--- src/rtl/aabb_point_range_query_assert.svh ---
// Assertion macros shared by the box query block.
// Needs only the clock and reset names that the caller passes in.
`ifndef AABB_POINT_RANGE_QUERY_ASSERT_SVH
`define AABB_POINT_RANGE_QUERY_ASSERT_SVH

// Same-cycle implication, checked outside reset.
`define APRQ_ASSERT_NOW(label, clk, rst_n, ante, cons, msg) \
  label: assert property (@(posedge clk) disable iff (!rst_n) (ante) |-> (cons)) \
    else $error(msg);

// Next-cycle implication, checked outside reset.
`define APRQ_ASSERT_NEXT(label, clk, rst_n, ante, cons, msg) \
  label: assert property (@(posedge clk) disable iff (!rst_n) (ante) |=> (cons)) \
    else $error(msg);

`endif

--- src/rtl/aprq_pkg.sv ---
// Package for the box range query block: sizes, codes and shared types.
// No dependencies; the files that use it refer to it by scoped names.
package aprq_pkg;

  localparam int MAX_POINTS = 64;
  localparam int COORD_BITS = 32;
  localparam int ID_BITS    = 16;
  localparam int HALF_BITS  = COORD_BITS - 1;
  localparam int EXT_BITS   = COORD_BITS + 1;
  localparam int ADDR_W     = $clog2(MAX_POINTS);
  localparam int CNT_W      = $clog2(MAX_POINTS + 1);

  typedef enum logic [0:0] {
    CMD_INSERT = 1'b0,
    CMD_QUERY  = 1'b1
  } cmd_t;

  typedef enum logic [2:0] {
    ST_HIT      = 3'd0,
    ST_NOHIT    = 3'd1,
    ST_INSERTED = 3'd2,
    ST_FULL     = 3'd3,
    ST_DUP      = 3'd4
  } status_t;

  typedef enum logic [2:0] {
    S_IDLE,
    S_SCAN,
    S_SHIFT,
    S_WRITE,
    S_DONE
  } state_t;

  // One stored entry. Coordinates are kept as raw two's complement bits.
  typedef struct packed {
    logic [COORD_BITS-1:0] x;
    logic [COORD_BITS-1:0] y;
    logic [COORD_BITS-1:0] z;
    logic [ID_BITS-1:0]    id;
  } point_t;

  // Query box bounds, one bit wider than a coordinate so they never overflow.
  typedef struct packed {
    logic [EXT_BITS-1:0] lo_x;
    logic [EXT_BITS-1:0] hi_x;
    logic [EXT_BITS-1:0] lo_y;
    logic [EXT_BITS-1:0] hi_y;
    logic [EXT_BITS-1:0] lo_z;
    logic [EXT_BITS-1:0] hi_z;
  } bounds_t;

  typedef struct packed {
    logic in_box;
    logic id_eq;
    logic id_lt;
  } cmp_res_t;

endpackage

--- src/rtl/aprq_cmp.sv ---
// Shared compare unit: tests one stored entry against the query box and
// against the index of a point being inserted. Depends on aprq_pkg.
module aprq_cmp (
  input  aprq_pkg::point_t            entry,
  input  aprq_pkg::bounds_t           bounds,
  input  logic [aprq_pkg::ID_BITS-1:0] key_id,
  output aprq_pkg::cmp_res_t          res
);

  logic signed [aprq_pkg::EXT_BITS-1:0] px;
  logic signed [aprq_pkg::EXT_BITS-1:0] py;
  logic signed [aprq_pkg::EXT_BITS-1:0] pz;
  logic                                 in_x;
  logic                                 in_y;
  logic                                 in_z;

  assign px = {entry.x[aprq_pkg::COORD_BITS-1], entry.x};
  assign py = {entry.y[aprq_pkg::COORD_BITS-1], entry.y};
  assign pz = {entry.z[aprq_pkg::COORD_BITS-1], entry.z};

  // Half-open range on each axis: low bound included, high bound excluded.
  assign in_x = (px >= $signed(bounds.lo_x)) && (px < $signed(bounds.hi_x));
  assign in_y = (py >= $signed(bounds.lo_y)) && (py < $signed(bounds.hi_y));
  assign in_z = (pz >= $signed(bounds.lo_z)) && (pz < $signed(bounds.hi_z));

  assign res.in_box = in_x && in_y && in_z;
  assign res.id_eq  = (entry.id == key_id);
  assign res.id_lt  = (entry.id < key_id);

endmodule

--- config.mk ---
export PLATFORM = sky130hd
export DESIGN_NAME = aprq_cmp
export DESIGN_NICKNAME = d
export VERILOG_FILES = /design/src/rtl/aabb_point_range_query_assert.svh /design/src/rtl/aprq_pkg.sv /design/src/rtl/aprq_cmp.sv
export SDC_FILE = /design/constraint.sdc
export NUM_CORES = 1
export LEC_CHECK = 0
export ABC_AREA = 1
export BUFFER_PORTS_ARGS = -buffer_cell sky130_fd_sc_hd__buf_2
export CAP_MARGIN = 5
export CORE_ASPECT_RATIO = 1.1
export CORE_UTILIZATION = 30
export DETAILED_ROUTE_END_ITERATION = 7
export SLEW_MARGIN = 30
export SYNTH_ARGS = -nofsm -noshare
export SYNTH_HDL_FRONTEND = slang
export SYNTH_SLANG_ARGS = --single-unit
export TNS_END_PERCENT = 10
--- constraint.sdc ---
create_clock -name vclk -period 1.23
set_clock_uncertainty 0.1 [all_clocks]
set_input_delay 0 -clock vclk [all_inputs]
set_output_delay 0 -clock vclk [all_outputs]
set_load 0.05 [all_outputs]
## After elaboration in Yosys (flattened, before gate mapping)

Cells that the tools add are included.

| storage, ports and cells | value |
|---|---|
| flip-flop bits (word level) | 0 |
| bits of input ports | 326 |
| output and inout port bits | 3 |

| operators by class | value |
|---|---|
| order comparisons | 7 |
| eq/ne operators | 1 |
| reduce and logical (&&, ||, !) cells | 5 |

Operators with widths:

| cell | number |
|---|---|
| $ge 32x33->1 | 3 |
| $lt 32x33->1 | 3 |
| $eq 16x16->1 | 1 |
| $lt 16x16->1 | 1 |
| $logic_and 1x1->1 | 5 |

## Longest topological paths before layout

| logic depth | value |
|---|---|
| depth in word-level cells | 4 |
| depth in mapped cells | 17 |
| mapped depth without buffers | 17 |

## Worst setup path before layout

No wires, ideal clock.

| timing path | value |
|---|---|
| path kind | input port to output port |
| start | input key_id[15] (netlist bit) |
| end | output res[1] (netlist bit) |
| arrival | 2019 ps |
| required time | 1130 ps |
| path slack | -889 ps |
| stages | 6 |
| path buffers | 0 |
| cells stage by stage | inv_1 > ha_1 > nand2_1 > nor2_1 > nand4_1 > nor4_1 |

RTL lines:

| what | line | RTL |
|---|---|---|
| start: declaration | aprq_cmp.sv:6 | `input logic [aprq_pkg::ID_BITS-1:0] key_id,` |
| end: declaration | aprq_cmp.sv:7 | `output aprq_pkg::cmp_res_t res` |

==> metrics.txt <==
Post-synth top cells=nand2_1, inv_1, ha_1, nor2_1, a21oi_1; Congestion Overflow GR=0; synthesized net count=1566; core footprint=19360 um^2; top cell family by delay on the critical path=simple AND/OR/NAND/NOR gates; crit path DAT=1.56 ns; remaining antenna violation count=0; Hold Crit Class=in2out; critical path launch point type=primary input; RD Place Congestion=0.8391; max-slew violations=0; cts hold-fix bufs=0; critical path class=in2out; floorplan row count=53; final-layout clock buffer total=0; DRT iter0 DRCs=89; antenna violations before repair=1; all-layer global routing usage=17.48%; Pleak=5.731 nW; worst path buffer plus inverter count=3; # IOs=329; crit path time final=1.663 ns; Post-Syn Instances=1029; Yosys cell types=22; Routed WL=18.88 mm; share of layout cells above drive strength 1=39.76%; Setup WS post-layout=-0.4334 ns; seq_cells=0; Worst Tran Pin Value=0.4655 ns; Power Density=314.7 nW/um^2; first-pass GRT wire length=29.41 mm; status=finished with violations; Post-Place Setup Slack=-0.6179 ns; dpl hpwl=17.67 mm; Levels on crit path=13; Die Footprint=20580 um^2; Initial Util=31.00%; drt wl/cell=11.50 um; crit path capture type=primary output; MaxCap Viol Count=0; mapped cell area=6003 um^2; post-synth top area cell=ha_1; DRT Pass-1 Iters=4; slowest CP cell=ha_4; average size of a mapped cell=5.834 um^2; peak supply drop=170.7 uV; Final Hold Fails=0; crit path cell chain=buf_6 > ha_4 > nand2_2 > inv_2 > nand4_1 > nor2_1 > nand2_1 > o21ai_1 > nand3_1 > nand2_2 > nand3_4 > nor2_4 > buf_12; unrepaired setup endpoints after global routing=true; top cells by area, synth=ha_1, nand2_1, inv_1; fin util=48.20%; cell mode on critical path=nand2_2; slew margin rel.=68.68%; Remaining DRCs=0; Multi-input gate area=5944 um^2; port bufs=329; Layout area overhead=55.48%; warnings from Yosys=0; DR vias=7089; vias per inst=4.320; most frequent cell after synthesis=nand2_1; Die W=136.9 um; failing checks=setup timing; post-synthesis sequential area ratio=0%; FF/Latch Area=0 um^2; CP max stage delay=0.26 ns; Min-Delay Path Depth=6; Final Cycle Share=135.2%; final net count=1930; setup violators final=3; crit path max fanout=3; Die Ht=150.4 um; Yosys top cell area share=43.98%; Required @ worst endpoint=1.13 ns; largest net degree at the start of global routing=6; f_max=601.2 MHz; final-layout fill cell count=2018; vias in the first global route=6970
stage by stage:
step	area, um^2	power (mW)	hold slack (ns)	setup TNS [ns]	cells
floorplan	6578	1.573	0.2778	-0.3261	1029
global placement	8751	2.634	0.5473	-0.9491	1632
detailed placement	8751	2.674	0.5428	-0.9924	1632
CTS	8972	2.800	0.4935	-0.6183	1634
global route	9329	3.405	0.5310	-0.9880	1639
finish	9334	2.937	0.4865	-0.5957	1641
where the power goes:
| part | internal (mW) | switching, mW |
|---|---|---|
| registers | 0 | 0 |
| logic | 1.43 | 1.50 |
| clock network | 0.000000327 | 0 |
cell type report:
| type | count | share of cell area, % |
|---|---|---|
| Antenna cell | 3 | 0.08043 |
| Timing Repair Buffer | 362 | 21.22 |
| Tap cell | 247 | 3.311 |
| Multi-Input combinational cell | 746 | 63.69 |
| Inverter | 283 | 11.70 |
cell families (layout without fill, tap and decap cells):
family          after synthesis  in the layout  share of synthesized area (%)
compound gates              109            109                          9.900
simple gates                426            426                          28.43
fa+ha+maj                   211            211                          43.98
other cells                   0              3                              0
buf+inv                     283            645                          17.69
cell usage in the layout, fill, tap and decap left out, types with 2 or more instances in the layout:
cell type    n
ha_4        57
nand3_2      3
buf_6       11
nand4_1      6
nand2_1    265
o21ai_0     11
nand3b_1     2
nor2_2      31
a21oi_2     13
nor2_4       7
nand3_1     15
inv_1      243
a21oi_1     65
o21a_1       3
nor3_1       2
buf_4       34
a21o_1      12
nand2_2     34
diode_2      3
inv_4        7
inv_2       32
buf_2      316
nor2_1      55
ha_1       154
what timing repair did:
action | 4_1_cts | 5_1_grt
endpoints found under the setup margin | 3 | 3
resized for setup | 44 | 71
buffers inserted | 2 | 4
pin swaps | 33 | 53
path summary, 6_finish.rpt:
path	slack (ns)	start	endpoint
setup / recovery	-0.43	entry[100]	res[2]
hold / removal	0.49	entry[15]	res[0]
metal layers:
metal / GRT usage (%) / up-vias / part of all wire (%) / wire (um)
li1: - / 3913 / - / -
met1: 19.04 / 2964 / 40 / 7533
met5: 0 / - / 0 / 0
met3: 3.468 / 14 / 7.8 / 1473
met2: 34.85 / 198 / 51 / 9680
met4: 2.308 / 0 / 1.0 / 189
(Power assumes the default switching activity.)
